`src/sv/gsem_pkg.sv`:
```
// Package for the Sobel edge magnitude core: types, constants and helpers.
// No dependencies.
package gsem_pkg;

  localparam int unsigned MAX_LINE_PIXELS = 2048;
  localparam int unsigned LINE_AW = $clog2(MAX_LINE_PIXELS);
  localparam int unsigned STORE_AW = LINE_AW + 2;
  localparam int unsigned COL_W = LINE_AW + 1;
  localparam int unsigned ROW_W = 16;
  localparam int unsigned QUEUE_DEPTH = 4;
  localparam int unsigned QUEUE_AW = 2;

  localparam logic [11:0] WIDTH_RESET = 12'd640;
  localparam logic [15:0] HEIGHT_RESET = 16'd480;

  typedef enum logic [0:0] {
    REG_FRAME_WIDTH  = 1'b0,
    REG_FRAME_HEIGHT = 1'b1
  } cfg_reg_t;

  typedef enum logic [0:0] {
    CMD_PIXEL = 1'b0,
    CMD_DRAIN = 1'b1
  } cmd_t;

  // Work for the back end: one word per accepted item, bar drain words sent during the pixel rows.
  typedef struct packed {
    logic                wr_en;
    logic [STORE_AW-1:0] wr_addr;
    logic [15:0]         wr_data;
    logic                res_en;
    logic [1:0]          orow_mod;
    logic [LINE_AW-1:0]  ocol;
    logic                has_up;
    logic                has_dn;
    logic                has_lf;
    logic                has_rt;
    logic                last;
  } gsem_job_t;

  function automatic logic [7:0] luma(input logic [7:0] r, input logic [7:0] g,
                                      input logic [7:0] b);
    logic [31:0] s;
    s = 32'd19595 * {24'd0, r} + 32'd38470 * {24'd0, g} + 32'd7471 * {24'd0, b};
    return s[23:16];
  endfunction

endpackage

```
`src/sv/gsem_queue.sv`:
```
// Short job queue between the front and back ends.
// Depends on gsem_pkg.
module gsem_queue import gsem_pkg::*; (
  input  logic      clk,
  input  logic      rst_n,
  input  logic      push,
  input  gsem_job_t push_job,
  output logic      full,
  input  logic      pop,
  output logic      empty,
  output gsem_job_t head
);
  gsem_job_t         slot_r [QUEUE_DEPTH];
  logic [QUEUE_AW-1:0] wp_r, rp_r;
  logic [QUEUE_AW:0]   cnt_r;

  assign full  = cnt_r == (QUEUE_AW+1)'(QUEUE_DEPTH);
  assign empty = cnt_r == '0;
  assign head  = slot_r[rp_r];

  always_ff @(posedge clk) begin
    if (push) slot_r[wp_r] <= push_job;
  end

  always_ff @(posedge clk) begin
    if (!rst_n) begin
      wp_r  <= '0;
      rp_r  <= '0;
      cnt_r <= '0;
    end else begin
      if (push) wp_r <= wp_r + QUEUE_AW'(1);
      if (pop) rp_r <= rp_r + QUEUE_AW'(1);
      cnt_r <= cnt_r + (QUEUE_AW+1)'(push) - (QUEUE_AW+1)'(pop);
    end
  end

  assert property (@(posedge clk) disable iff (!rst_n) full |-> !push)
    else $error("queue overflow");
  assert property (@(posedge clk) disable iff (!rst_n) empty |-> !pop)
    else $error("queue underflow");
  assert property (@(posedge clk) disable iff (!rst_n)
    (push && !pop) |=> cnt_r == $past(cnt_r) + (QUEUE_AW+1)'(1))
    else $error("queue count lost a push");
endmodule

```
`config.mk`:
```
export PLATFORM = sky130hd
export DESIGN_NAME = gsem_queue
export DESIGN_NICKNAME = d
export VERILOG_FILES = /design/src/sv/gsem_pkg.sv /design/src/sv/gsem_queue.sv
export SDC_FILE = /design/constraint.sdc
export NUM_CORES = 1
export LEC_CHECK = 0
export BUFFER_PORTS_ARGS = -buffer_cell sky130_fd_sc_hd__buf_2
export CORE_MARGIN = 5
export CORE_UTILIZATION = 40
export CTS_BUF_LIST = sky130_fd_sc_hd__clkbuf_4 sky130_fd_sc_hd__clkbuf_8
export CTS_CLUSTER_DIAMETER = 40
export DETAILED_ROUTE_END_ITERATION = 16
export PLACE_DENSITY = 0.66
export SYNTH_ARGS = -nofsm -noshare
export SYNTH_HDL_FRONTEND = slang
export SYNTH_SLANG_ARGS = --single-unit
```
`constraint.sdc`:
```
create_clock -name clk -period 3.6 [get_ports clk]
set_input_delay 0.36 -clock clk [delete_from_list [all_inputs] [get_ports clk]]
set_output_delay 0.36 -clock clk [all_outputs]
set_load 0.02 [all_outputs]
```
# Yosys cells after proc, flatten, opt, wreduce, memory -nomap -nowiden
# Memories as Yosys holds them, arrays and structs flattened. A register that Yosys moved wholly into a read port is not among the register bits.
# Index checks and enable logic that the tools add are counted.
[word_totals] mem_bits_ro=0 latch_bits=0 ramBits=196 reg_bits=7 output_inout_bits=51 memories=1 wordCells=14
[mem_list] name="slot_r" words=4 word_bits=49 read_ports=1 rd_clocked_by_memory_dff=1 wr=1 line="gsem_queue.sv:13" source="gsem_job_t slot_r [QUEUE_DEPTH];"
[classes] reduce_logical=1 n_mux=4 n_eq_ne=1 n_mul=0 magnitude_cmp=0 n_shift=0 n_bitwise=0 div=0 n_addsub=4
[ops] cell="2-bit by 1-bit adder with 2-bit output (second input constant)" count=2
[ops] cell="2-bit 2-to-1 mux" count=2
[ops] cell="3-bit by 1-bit adder with 3-bit output" count=1
[ops] cell="3-bit == test (second input constant)" count=1
[ops] cell="3-bit logical NOT" count=1
[ops] cell="3-bit by 1-bit subtractor with 3-bit output" count=1
[ops] cell="1-bit 2-to-1 mux" count=2

# Depth between registers and ports, before layout
[logic_depth] ltp_word=3 ltp_mapped=7

# Worst setup path before layout
# No wires, ideal clock.
[synth_timing] kind="reg-to-reg" from="reg wp_r[0]" to="mem slot_r[2][0] (netlist bit), enable pin" setup_ns=0.411 required_time_ns=3.189 path_stages_with_launch=4 period_less_slack_ns=2.124 slack_ns=1.476 n_path_buf=0 t_arrival_ns=1.712 path_cell_list="dfxtp_1 inv_1 ha_1 and2_1"
[synth_lines] item="from (decl)" line="gsem_queue.sv:14" source="logic [QUEUE_AW-1:0] wp_r, rp_r;"
[synth_lines] item="from (signal assigned)" line="gsem_queue.sv:31" source="if (push) wp_r <= wp_r + QUEUE_AW'(1);"
[synth_lines] item="to (decl)" line="gsem_queue.sv:13"
# Straight into the memory's write port.

==> results by group <==
Synthesis
  • Syn Area/Cell: 25.2 um^2
  • Post-Syn Area: around 7500 um^2
  • Synthesized Nets: 359
  • Sequential cell area fraction in the yosys report: 80.5%
  • Synth top area share: 78.1%
  • Cell type with the largest total area after synthesis: edfxtp_1
  • Post-synth top flop: edfxtp_1
  • Number of synthesized flops with an enable pin: between 150 and 200
  • FFs w/ async S/R, synth: 0%
  • Synth area leaders: edfxtp_1 78%, mux4_2 14%, dfxtp_1 2.4%, ha_1 1.0%, mux4_1 0.70%
  • Commonest cells in the netlist: 196 x edfxtp_1, 47 x mux4_2, 9 x dfxtp_1, 7 x inv_1
  • Post-synthesis cell type count: 22
  • Syn. warnings: 0
  • Most common cell in the netlist: edfxtp_1
  • Yosys reg bits: 205
  • Mapped Cells: between 200 and 300

Final layout
  • Layout cells sized above 1: around half
  • Post-layout nets: 497
  • Area occupied by multi-input gates: between 1000 and 1500 um^2
  • Synth-to-layout area growth: 20.6%
  • Fill cells: about 1,500
  • Register Area: around 6000 um^2

Min path
  • Hold/Removal Path Class: primary input to flip-flop

Drt
  • Routed vias/inst: around 5
  • DR vias: between 3,000 and 4,000
  • Final ANT Viol Nets: 0
  • Drt first pass iters: 4
  • Initial DRC count: ~190
  • DR WL/cell: approximately 20 um
  • # DRC: 0
  • Drt total wl: 13.9 mm

Power and ir drop
  • Leakage power: roughly 3.1 nW
  • Max VDD drop: approximately 0.22 mV
  • Power Dens Cells: slightly above 600 nW/um^2

STA
  • Clk_skew: 0.0151 ns
  • Worst Tran Pin Value: 1.01 ns
  • Worst Setup Slack, final: between 0.8 and 0.9 ns
  • Fin crit share: 76.9%
  • Pins over their slew limit: 0
  • Endpoints failing setup: 0
  • Fin Setup TNS: 0 ns
  • Hold WS: approximately 0.052 ns
  • Final hold violations: 0
  • Fmax: approximately 360 MHz
  • Max-slew headroom: 32.9%
  • RSZ-0062 raised after global routing: no
  • Min Tclk post-route: between 2 and 3 ns

Worst setup path
  • Crit. End Element: output pin
  • Crit start category: flip-flop
  • Arr. time, crit path: ~2.4 ns
  • Worst-path fanout max: just under 50
  • CP required: 3.24 ns
  • Crit Path Class: flip-flop to output pin

Global route
  • Vias in the first global route: roughly 3,900
  • Total track usage: roughly an eighth
  • Initial antenna violation count: 3
  • First-pass GRT wire length: between 20 and 25 mm
  • GR Overflow Total: 0
  • Largest net degree at the start of global routing: 50

Clock network
  • Setup Buffers After CTS: 0
  • TritonCTS Sinks: 205
  • Clock buffer depth: 3
  • CTS clock-pin slew for the worst setup and hold paths: approximately 0.06 ns
  • CTS tree: done
  • Cts repair resizes: 0
  • Htree depth: 2
  • Clock Latency Late Sink: around 0.5 ns
  • Root Buffer: clkbuf_8
  • Total CTS buffers: 37
  • Post-CTS Hold Buffers: 0

Status
  • Status: finished clean

Floorplan
  • I/O pin count: roughly 100
  • Initial core utilization: slightly above 40%
  • Cell row count: 50
  • Die Wd: 147 um
  • Die H: approximately 150 um
  • Core area: 18,600 um^2
  • Die area: roughly 22,000 um^2

Placement
  • I/O Buffers: 103
  • DP Worst Slack: 1.28 ns
  • GP Congestion: ~0.71
  • Dpl hpwl: a little over 8 mm

Job
  • Max Cap Violations: 0
==> cells in the final DEF (no fill, tap or decap), types with 3 or more instances in the layout <==
cell type	instances
clkinvlp_4	3
dfxtp_1	7
buf_4	7
inv_1	7
ha_1	6
clkinv_2	3
edfxtp_1	196
clkbuf_4	10
mux4_2	47
clkbuf_8	38
nor2_1	5
and2_2	4
clkinv_1	5
buf_2	103
bufinv_16	3
==> flip-flops by register name, indices dropped and copies added (netlist names), named ones only <==
name	count
rp_r	2
cnt_r	3
wp_r	2
slot_r	196
==> area by class of cell <==
class,count,area share [%]
tap,234,3.22
timing repair buffer,110,6.25
clock inverter,17,1.90
clock buffer,48,6.58
inverter,7,0.289
multi-input combinational,76,14.9
sequential,205,66.8
antenna,1,0.0275
==> through the flow <==
step           cells  cell area (um^2)  utilization, %  total power [mW]
6_report         698              9080            48.7              5.59
5_1_grt          698              9080            48.7              5.83
4_1_cts          697              9080            48.7              5.67
3_5_place_dp     632              8310            44.6              3.42
3_3_place_gp     632              8310            44.6              3.40
2_1_floorplan    299              7530               -              3.22
==> worst paths after layout <==
path	start	to	slack, ns	cells past startpoint
hold reg to reg	rp_r[1]	flip-flop	0.52	2
hold / removal	push_job[39]	slot_r[0][39]	0.05	1
setup reg to reg	wp_r[0]	slot_r[1][34]	1.61	3
setup / recovery	flip-flop	head[46]	0.83	2
==> worst max-delay path: stages (launching register included) <==
cell     delay (ns)
dfxtp_4        1.00
mux4_1         0.66
buf_2          0.18
==> power by group <==
part | switching, mW | total (mW) | internal, mW
combinational | 0.311 | 0.553 | 0.242
sequential | 0.0634 | 2.81 | 2.74
clock | 0.916 | 2.23 | 1.31
total | 1.29 | 5.59 | 4.30
==> layer usage <==
| layer | wire length (um) | track usage, % | vias up |
|---|---|---|---|
| li1 | - | - | 1546 |
| met1 | 5850 | 16.8 | 1801 |
| met2 | 6480 | 19.7 | 119 |
| met3 | 1190 | 5.40 | 30 |
| met4 | 296 | 4.38 | 4 |
| met5 | 23 | 0 | - |
==> kinds of logic (layout without fill, tap and decap cells) <==
group	after synthesis	in the layout	share of synthesized area, %
DFF	205	205	80.5
buffers and inverters	18	182	1.61
other	0	1	0
and+or+nand+nor	14	14	0.996
adders and majority gates	7	7	1.26
AOI/OAI and AO/OA	2	2	0.199
muxes	50	50	14.9
xor gates and xnor gates	3	3	0.548
Note: power is estimated with default switching activity, not from simulation.
