### src/sv/gsem_pkg.sv
// Package for the Sobel edge magnitude core: types, constants and helpers.
// No dependencies.
package gsem_pkg;

  localparam int unsigned MAX_LINE_PIXELS = 2048;
  localparam int unsigned LINE_AW = $clog2(MAX_LINE_PIXELS);
  localparam int unsigned STORE_AW = LINE_AW + 2;
  localparam int unsigned COL_W = LINE_AW + 1;
  localparam int unsigned ROW_W = 16;
  localparam int unsigned QUEUE_DEPTH = 4;
  localparam int unsigned QUEUE_AW = 2;

  localparam logic [11:0] WIDTH_RESET = 12'd640;
  localparam logic [15:0] HEIGHT_RESET = 16'd480;

  typedef enum logic [0:0] {
    REG_FRAME_WIDTH  = 1'b0,
    REG_FRAME_HEIGHT = 1'b1
  } cfg_reg_t;

  typedef enum logic [0:0] {
    CMD_PIXEL = 1'b0,
    CMD_DRAIN = 1'b1
  } cmd_t;

  // Work for the back end: one word per accepted item, bar drain words sent during the pixel rows.
  typedef struct packed {
    logic                wr_en;
    logic [STORE_AW-1:0] wr_addr;
    logic [15:0]         wr_data;
    logic                res_en;
    logic [1:0]          orow_mod;
    logic [LINE_AW-1:0]  ocol;
    logic                has_up;
    logic                has_dn;
    logic                has_lf;
    logic                has_rt;
    logic                last;
  } gsem_job_t;

  function automatic logic [7:0] luma(input logic [7:0] r, input logic [7:0] g,
                                      input logic [7:0] b);
    logic [31:0] s;
    s = 32'd19595 * {24'd0, r} + 32'd38470 * {24'd0, g} + 32'd7471 * {24'd0, b};
    return s[23:16];
  endfunction

endpackage

### src/sv/gsem_if.sv
// Valid/ready stream interfaces for the Sobel edge magnitude core.
// No dependencies.
interface gsem_in_if;
  logic       valid;
  logic       ready;
  logic       cmd;
  logic [7:0] red;
  logic [7:0] green;
  logic [7:0] blue;
  logic [7:0] alpha_in;
  modport source (output valid, cmd, red, green, blue, alpha_in, input ready);
  modport sink (input valid, cmd, red, green, blue, alpha_in, output ready);
endinterface


interface gsem_cfg_if;
  logic        valid;
  logic        ready;
  logic [0:0]  index;
  logic [15:0] data;
  modport source (output valid, index, data, input ready);
  modport sink (input valid, index, data, output ready);
endinterface

### src/sv/gsem_front.sv
// Front end: raster counters, luma conversion and job issue.
// Depends on gsem_pkg.
module gsem_front import gsem_pkg::*; (
  input  logic         clk,
  input  logic         rst_n,
  gsem_in_if.sink      in_ch,
  gsem_cfg_if.sink     cfg_ch,
  input  logic         q_full,
  output logic         q_push,
  output gsem_job_t    q_job
);
  logic [11:0]      width_r;
  logic [15:0]      height_r;
  logic [COL_W-1:0] col_r;
  logic [ROW_W:0]   row_r;
  logic [COL_W-1:0] ocol_r;
  logic [ROW_W-1:0] orow_r;
  logic             started_r;

  logic [COL_W-1:0] w;
  logic [ROW_W-1:0] h;
  logic             pix_phase, ignore, writes, emits, frame_end;
  logic [COL_W-1:0] col_inc;
  logic [ROW_W:0]   row_inc;
  logic             ocol_end, orow_end;

  always_comb begin
    if (width_r == 12'd0) w = COL_W'(1);
    else if ({1'b0, width_r} > 13'(MAX_LINE_PIXELS)) w = COL_W'(MAX_LINE_PIXELS);
    else w = COL_W'(width_r);
    h = (height_r == 16'd0) ? 16'd1 : height_r;
  end

  // The output position trails the input by one row plus one pixel.
  assign pix_phase = row_r < {1'b0, h};
  assign ignore    = (in_ch.cmd == CMD_DRAIN) && pix_phase;
  assign writes    = pix_phase && (col_r < w);
  assign emits     = started_r && (orow_r < h) && (ocol_r < w);
  assign ocol_end  = (ocol_r + COL_W'(1)) >= w;
  assign orow_end  = ({1'b0, orow_r} + 17'd1) >= {1'b0, h};
  assign frame_end = (emits && ocol_end && orow_end) || (started_r && !emits);
  assign col_inc   = col_r + COL_W'(1);
  assign row_inc   = row_r + (ROW_W+1)'(1);

  assign in_ch.ready  = !q_full;
  assign cfg_ch.ready = 1'b1;

  assign q_push = in_ch.valid && !q_full && !ignore;
  always_comb begin
    q_job.wr_en    = writes;
    q_job.wr_addr  = {row_r[1:0], col_r[LINE_AW-1:0]};
    q_job.wr_data  = {luma(in_ch.red, in_ch.green, in_ch.blue), in_ch.alpha_in};
    q_job.res_en   = emits;
    q_job.orow_mod = orow_r[1:0];
    q_job.ocol     = ocol_r[LINE_AW-1:0];
    q_job.has_up   = orow_r != '0;
    q_job.has_dn   = !orow_end;
    q_job.has_lf   = ocol_r != '0;
    q_job.has_rt   = !ocol_end;
    q_job.last     = ocol_end && orow_end;
  end

  always_ff @(posedge clk) begin
    if (!rst_n) begin
      width_r   <= WIDTH_RESET;
      height_r  <= HEIGHT_RESET;
      col_r     <= '0;
      row_r     <= '0;
      ocol_r    <= '0;
      orow_r    <= '0;
      started_r <= 1'b0;
    end else begin
      if (cfg_ch.valid) begin
        case (cfg_reg_t'(cfg_ch.index))
          REG_FRAME_WIDTH:  width_r <= cfg_ch.data[11:0];
          REG_FRAME_HEIGHT: height_r <= cfg_ch.data;
          default: ;
        endcase
      end
      if (q_push) begin
        if (frame_end) begin
          col_r     <= '0;
          row_r     <= '0;
          ocol_r    <= '0;
          orow_r    <= '0;
          started_r <= 1'b0;
        end else begin
          if (col_inc >= w) begin
            col_r <= '0;
            row_r <= row_inc;
          end else begin
            col_r <= col_inc;
          end
          if (row_r == (ROW_W+1)'(1) && col_r == '0) started_r <= 1'b1;
          if (started_r) begin
            if (ocol_end) begin
              ocol_r <= '0;
              orow_r <= orow_r + ROW_W'(1);
            end else begin
              ocol_r <= ocol_r + COL_W'(1);
            end
          end
        end
      end
    end
  end
endmodule

### src/flat_wrapper.sv
// flat-port wrapper written by rule: the top's interface ports become plain ports
module gsem_front_flat import gsem_pkg::*;
  (clk, rst_n, q_full, q_push, q_job, in_ch_valid, in_ch_cmd, in_ch_red, in_ch_green, in_ch_blue, in_ch_alpha_in, in_ch_ready, cfg_ch_valid, cfg_ch_index, cfg_ch_data, cfg_ch_ready);
  gsem_in_if in_ch_i ();
  gsem_cfg_if cfg_ch_i ();
  input  logic clk;
  input  logic rst_n;
  input  logic q_full;
  output logic q_push;
  output gsem_job_t q_job;
  input wire logic [$bits(in_ch_i.valid)-1:0] in_ch_valid;
  input wire logic [$bits(in_ch_i.cmd)-1:0] in_ch_cmd;
  input wire logic [$bits(in_ch_i.red)-1:0] in_ch_red;
  input wire logic [$bits(in_ch_i.green)-1:0] in_ch_green;
  input wire logic [$bits(in_ch_i.blue)-1:0] in_ch_blue;
  input wire logic [$bits(in_ch_i.alpha_in)-1:0] in_ch_alpha_in;
  output wire logic [$bits(in_ch_i.ready)-1:0] in_ch_ready;
  input wire logic [$bits(cfg_ch_i.valid)-1:0] cfg_ch_valid;
  input wire logic [$bits(cfg_ch_i.index)-1:0] cfg_ch_index;
  input wire logic [$bits(cfg_ch_i.data)-1:0] cfg_ch_data;
  output wire logic [$bits(cfg_ch_i.ready)-1:0] cfg_ch_ready;
  assign in_ch_i.valid = in_ch_valid;
  assign in_ch_i.cmd = in_ch_cmd;
  assign in_ch_i.red = in_ch_red;
  assign in_ch_i.green = in_ch_green;
  assign in_ch_i.blue = in_ch_blue;
  assign in_ch_i.alpha_in = in_ch_alpha_in;
  assign in_ch_ready = in_ch_i.ready;
  assign cfg_ch_i.valid = cfg_ch_valid;
  assign cfg_ch_i.index = cfg_ch_index;
  assign cfg_ch_i.data = cfg_ch_data;
  assign cfg_ch_ready = cfg_ch_i.ready;
  gsem_front u_core (.clk(clk), .rst_n(rst_n), .in_ch(in_ch_i), .cfg_ch(cfg_ch_i), .q_full(q_full), .q_push(q_push), .q_job(q_job));
endmodule
### config.mk
export PLATFORM = sky130hd
export DESIGN_NAME = gsem_front_flat
export DESIGN_NICKNAME = d
export VERILOG_FILES = /design/src/sv/gsem_pkg.sv /design/src/sv/gsem_if.sv /design/src/sv/gsem_front.sv /design/src/flat_wrapper.sv
export SDC_FILE = /design/constraint.sdc
export NUM_CORES = 1
export LEC_CHECK = 0
export ABC_AREA = 1
export BUFFER_PORTS_ARGS = -buffer_cell sky130_fd_sc_hd__buf_2
export CORE_ASPECT_RATIO = 1.5
export CORE_UTILIZATION = 55
export CTS_CLUSTER_DIAMETER = 40
export CTS_CLUSTER_SIZE = 14
export DETAILED_ROUTE_END_ITERATION = 10
export MAX_ROUTING_LAYER = met4
export PLACE_DENSITY_LB_ADDON = 0.08
export SYNTH_ARGS = -nofsm -noshare
export SYNTH_HDL_FRONTEND = slang
export SYNTH_SLANG_ARGS = --single-unit
### constraint.sdc
create_clock -name clk -period 10.6 [get_ports clk]
set_input_delay 2.12 -clock clk [delete_from_list [all_inputs] [get_ports clk]]
set_output_delay 2.12 -clock clk [all_outputs]
set_load 0.01 [all_outputs]
Word-level counts from Yosys, hierarchy flattened. Cells that the tools add are included.

Multipliers: 3. Equal/unequal tests: 1. Bitwise operators: 1. Order comparisons: 8. Multiplexer cells: 15. Reduce and logical (&&, ||, !) cells: 32. Divide/modulo/power cells: 0. Shift operators: 0. Add/sub/neg operators: 7.

Operator list (number): 12-bit two-way mux (7); 16-bit two-way mux (4); 15-bit by 8-bit multiplier with 23-bit output (first input constant) (2); 17-bit two-way mux (2); 12-bit by 1-bit adder with 12-bit output (second input constant) (2); 23-bit by 24-bit adder with 24-bit output (1); 24-bit by 21-bit adder with 24-bit output (1); 12-bit greater-or-equal comparator (2); 12-bit logical NOT (2); 12-bit less-than comparator (2); 13-bit by 8-bit multiplier with 21-bit output (first input constant) (1); 16-bit by 1-bit adder with 17-bit output (second input constant) (1); 17-bit by 1-bit adder with 17-bit output (second input constant) (1); 17-bit by 1-bit equality test with 1-bit output (second input constant) (1); 17-bit by 16-bit greater-or-equal comparator with 1-bit output (1); 17-bit by 16-bit less-than comparator with 1-bit output (1); 16-bit by 1-bit adder with 16-bit output (second input constant) (1); 16-bit logical NOT (1); 16-bit less-than comparator (1); 16-bit nonzero test (1); 12-bit greater-than comparator (second input constant) (1); 12-bit nonzero test (1); 1-bit logical AND (11); 2-bit AND reduction (5); other kinds (6) (14).

Memories: 0. Register bits: 86. Word-level logic and storage cells: 74. Input port bits: 55. Memory bits (read-only): 0. RAM bits: 0. Output and inout bits: 52. Bits in latches: 0.

Logic depth before layout (Yosys ltp).
Depth in word-level cells: 10. Mapped depth: 31. Depth with buffers taken out: 31.

Least setup slack after synthesis. Ideal clock, no wire load.

Kind: in2out. Start: input in_ch_green[3]. End: output q_job[33] in the netlist's numbering. Required time: 8.480 ns. Stages: 25. Data arrival time: 7.844 ns. Buffers on the path: 0. Setup slack: 0.636 ns. Cells stage by stage: ha_1 -> ha_1 -> fa_1 -> ha_1 -> ha_1 -> nand2_1 -> nor2_1 -> nand2_1 -> o211ai_1 -> a31oi_1 -> xnor2_1 -> fa_1 -> fa_1 -> inv_1 -> fa_1 -> fa_1 -> inv_1 -> ha_1 -> a21oi_1 -> o21ai_0 -> a221oi_1 -> nand3_1 -> nand2_1 -> nand2_1 -> xor2_1.

RTL lines: start: declaration (RTL line flat_wrapper.sv:14) `input wire logic [$bits(in_ch_i.green)-1:0] in_ch_green;`; end: declaration (RTL line flat_wrapper.sv:10) `output gsem_job_t q_job;`.

==> flow_summary.json <==
{
  "dr.pass1.iters": 7,
  "nNetsFinal": 2272,
  "clock-root-buffer": "clkbuf_16",
  "die_h_um": 195,
  "grtUsageMet2_pct": 60.3,
  "timing.hold.ws_ns": 0.481,
  "fin_area_mm2": 0.0147,
  "final_cells": 2169,
  "synth_seq_cells": 86,
  "dp_slack_ns": 0.0177,
  "max_slew_margin_pct": 31.8,
  "synth_cells": 1787,
  "cp.required_ns": 8.48,
  "die-area_mm2": 0.0254,
  "fp.dieW_um": 131,
  "numPortBuffers": 89,
  "htree_levels": 3,
  "clk_path_buf_depth": 2,
  "tritoncts": "built",
  "hold_buffers": 0,
  "wire_per_inst_um": 17.2,
  "startpoint_type": "input port",
  "grt-busiest-layer": "met2",
  "drive_gt1_share_pct": 10.7,
  "num_io_pins": 107,
  "ant_nets": 0,
  "synth_edf_count": 0,
  "fin_ws_ns": 0.222,
  "totalWireLength_mm": 37.3,
  "cts_made_buffers": 9,
  "use_met1_pct": 29.8,
  "ir_drop_mv": 0.933,
  "cp_max_fo": 6,
  "path_clk_slew_ns": 0.07,
  "netlist_area_mm2": 0.0136,
  "drtIter0Drc": 536,
  "max_freq_ghz": 0.0964,
  "finalPower_mw": 5.00,
  "rsz0062_at_grt": "yes",
  "diodes": 0,
  "place_hpwl_mm": 31.3,
  "placed_cells": 2151,
  "yosysWarningCount": 0,
  "gp_congestion": 0.911,
  "core_area_mm2": 0.0243,
  "layout_min_cycle_time_ns": 10.38,
  "grt_overflow": 0,
  "post-route-period-util_pct": 97.9,
  "synth_seq_area_share_pct": 12.6,
  "grt_pass1_wl_mm": 59.3,
  "start_util_pct": 56.0,
  "num-fill-cells": 2370,
  "leakagePower_nw": 7.88,
  "grt_max_degree": 56,
  "setup_violations": 0,
  "worstSetupPathType": "input port to output pin",
  "avgSynthCellArea_um2": 7.63,
  "syn_nets": 2219,
  "synthToLayoutAreaGrowth_pct": 7.91,
  "end_kind": "output pin",
  "antenna_found_initial": 0,
  "vias_per_cell": 5.38,
  "status": "complete, no violations",
  "pwr_density_cell_mw_per_mm2": 340,
  "clock_latency_ns": 0.36,
  "vias": 11660,
  "drv_slew": 0,
  "holdCritPathClass": "flop to flop",
  "tightest_slew_ns": 1.02,
  "synth-main-ff-cell": "dfxtp_1",
  "grt_usage_pct": 31.6,
  "rows": 70,
  "grt_pass1_vias": 11756,
  "drv_cap": 0,
  "cts_sinks": 86,
  "synth.distinct_cells": 51,
  "drc_errors": 0,
  "dpl_cell_area_mm2": 0.0142,
  "arrival_ns": 8.26,
  "fin_skew_ns": 0.00667,
  "grt_use_met3_pct": 3.03,
  "synthArstFlopShare_pct": 0,
  "hold_viol_final": 0
}
-- cells in the mapped netlist, types with 6 or more instances --
library cell / n / share of area, %
nor2_1: 141 / 3.9
ha_1: 259 / 24
buf_4: 38 / 2.1
nand2_2: 10 / 0.46
nand2_1: 285 / 7.8
nor2_2: 12 / 0.55
o21ai_0: 65 / 2.4
a21oi_1: 95 / 3.5
nor4_1: 15 / 0.69
nand3_1: 72 / 2.6
nand4_1: 37 / 1.7
nor3_1: 30 / 1.1
fa_1: 118 / 17
xor2_1: 55 / 3.5
clkbuf_1: 11 / 0.30
inv_1: 367 / 10
o211ai_1: 10 / 0.55
dfxtp_1: 86 / 13
xnor2_1: 8 / 0.51
a21o_1: 6 / 0.33
-- cell families after synthesis --
group / Yosys count / synth area share, %
adder cells (fa/ha/maj): 377 / 41.1
other: 1 / 0.0275
AND/OR/NAND/NOR: 619 / 20.3
flip-flops: 86 / 12.6
AO/OA/AOI/OAI: 209 / 8.61
buffers and inverters: 432 / 13.3
XOR/XNOR: 63 / 4.05
-- power breakdown --
group | internal (mW) | switching [mW]
sequential | 0.336 | 0.0140
clock | 0.189 | 0.159
combinational | 1.61 | 2.70
-- through the flow --
step | utilization [%] | setup TNS, ns
3_3_place_gp | 58.2 | 0
5_1_grt | 60.4 | -0.173
6_report | 60.4 | 0
3_5_place_dp | 58.2 | 0
2_1_floorplan | - | 0
4_1_cts | 59.5 | 0
-- layout by cell type, fill, tap and decap left out, types with 4 or more instances in the layout --
| cell type | Yosys | final |
|---|---|---|
| xor2_1 | 55 | 55 |
| buf_4 | 38 | 15 |
| a21oi_2 | 5 | 7 |
| inv_1 | 367 | 367 |
| nand2_2 | 10 | 12 |
| nor4_1 | 15 | 15 |
| clkbuf_16 | 0 | 9 |
| fa_1 | 118 | 118 |
| buf_2 | 5 | 88 |
| o21a_1 | 5 | 5 |
| a21oi_1 | 95 | 91 |
| xnor2_1 | 8 | 7 |
| nor2_1 | 141 | 139 |
| nor3_2 | 1 | 6 |
| nand3_1 | 72 | 71 |
| nor2_2 | 12 | 14 |
| nand2_1 | 285 | 283 |
| o211ai_1 | 10 | 10 |
| nor3_1 | 30 | 25 |
| o21ai_0 | 65 | 59 |
| ha_1 | 259 | 248 |
| a21o_1 | 6 | 6 |
| nand4_1 | 37 | 37 |
| ha_4 | 0 | 8 |
| dfxtp_1 | 86 | 86 |
| o21ai_1 | 1 | 4 |
| o21ai_2 | 1 | 4 |
-- layer usage --
layer / routed length [um] / vias to the layer above
li1: - / 5789
met1: 13200 / 5527
met2: 20900 / 257
met3: 1070 / 87
met4: 2110 / 0
met5: 0 / -
-- flip-flops by register name, indices dropped and copies added, names as in the netlist --
name / count
u_core.orow_r: 16
u_core.started_r: 1
u_core.col_r: 12
u_core.ocol_r: 12
u_core.height_r: 16
u_core.row_r: 17
u_core.width_r: 12
-- critical path, cell delays in order --
cell     delay, ns
buf_2         0.15
ha_1          0.32
inv_1         0.06
fa_1          0.48
fa_1          0.55
inv_1         0.04
ha_1          0.30
inv_1         0.08
nor3_2        0.25
a31oi_2       0.17
xnor2_2       0.22
fa_1          0.47
fa_1          0.51
inv_1         0.05
fa_1          0.46
fa_1          0.54
inv_1         0.06
ha_4          0.28
nand2_1       0.10
nor2_2        0.16
inv_1         0.09
nor3_2        0.15
nand4_1       0.14
nand3_2       0.11
nand2_1       0.05
nand2_1       0.06
xor2_1        0.14
buf_2         0.15
-- area by class of cell --
cell class / instances / area, um2 / share of cell area, %
multi-input combinational: 1269 / 10300 / 70.2
sequential: 86 / 1720 / 11.7
inverter: 370 / 1390 / 9.45
timing repair buffer: 104 / 561 / 3.81
tap: 324 / 405 / 2.76
clock buffer: 9 / 225 / 1.53
clock inverter: 7 / 87.6 / 0.595
-- what timing repair did --
item / 4_1_cts / 5_1_grt
setup buffers: 0 / 2
gates resized for setup: 1 / 42
pin swaps: 0 / 9
setup endpoints to repair: 1 / 8
-- path summary, 6_finish.rpt --
path | from | end | slack [ns] | cells after the start
worst min register to register | u_core.height_r[0]$_SDFFE_PN0P_ | u_core.height_r[0]$_SDFFE_PN0P_ | 0.48 | 2
worst max register to register | u_core.ocol_r[2]$_SDFFE_PN0P_ | u_core.orow_r[4]$_SDFFE_PN0P_ | 6.38 | 17
worst max-delay path | in_ch_green[5] | q_job[33] | 0.22 | 28
worst min-delay path | u_core.height_r[0]$_SDFFE_PN0P_ | u_core.height_r[0]$_SDFFE_PN0P_ | 0.48 | 2
Power figures use the tool's default switching activity.
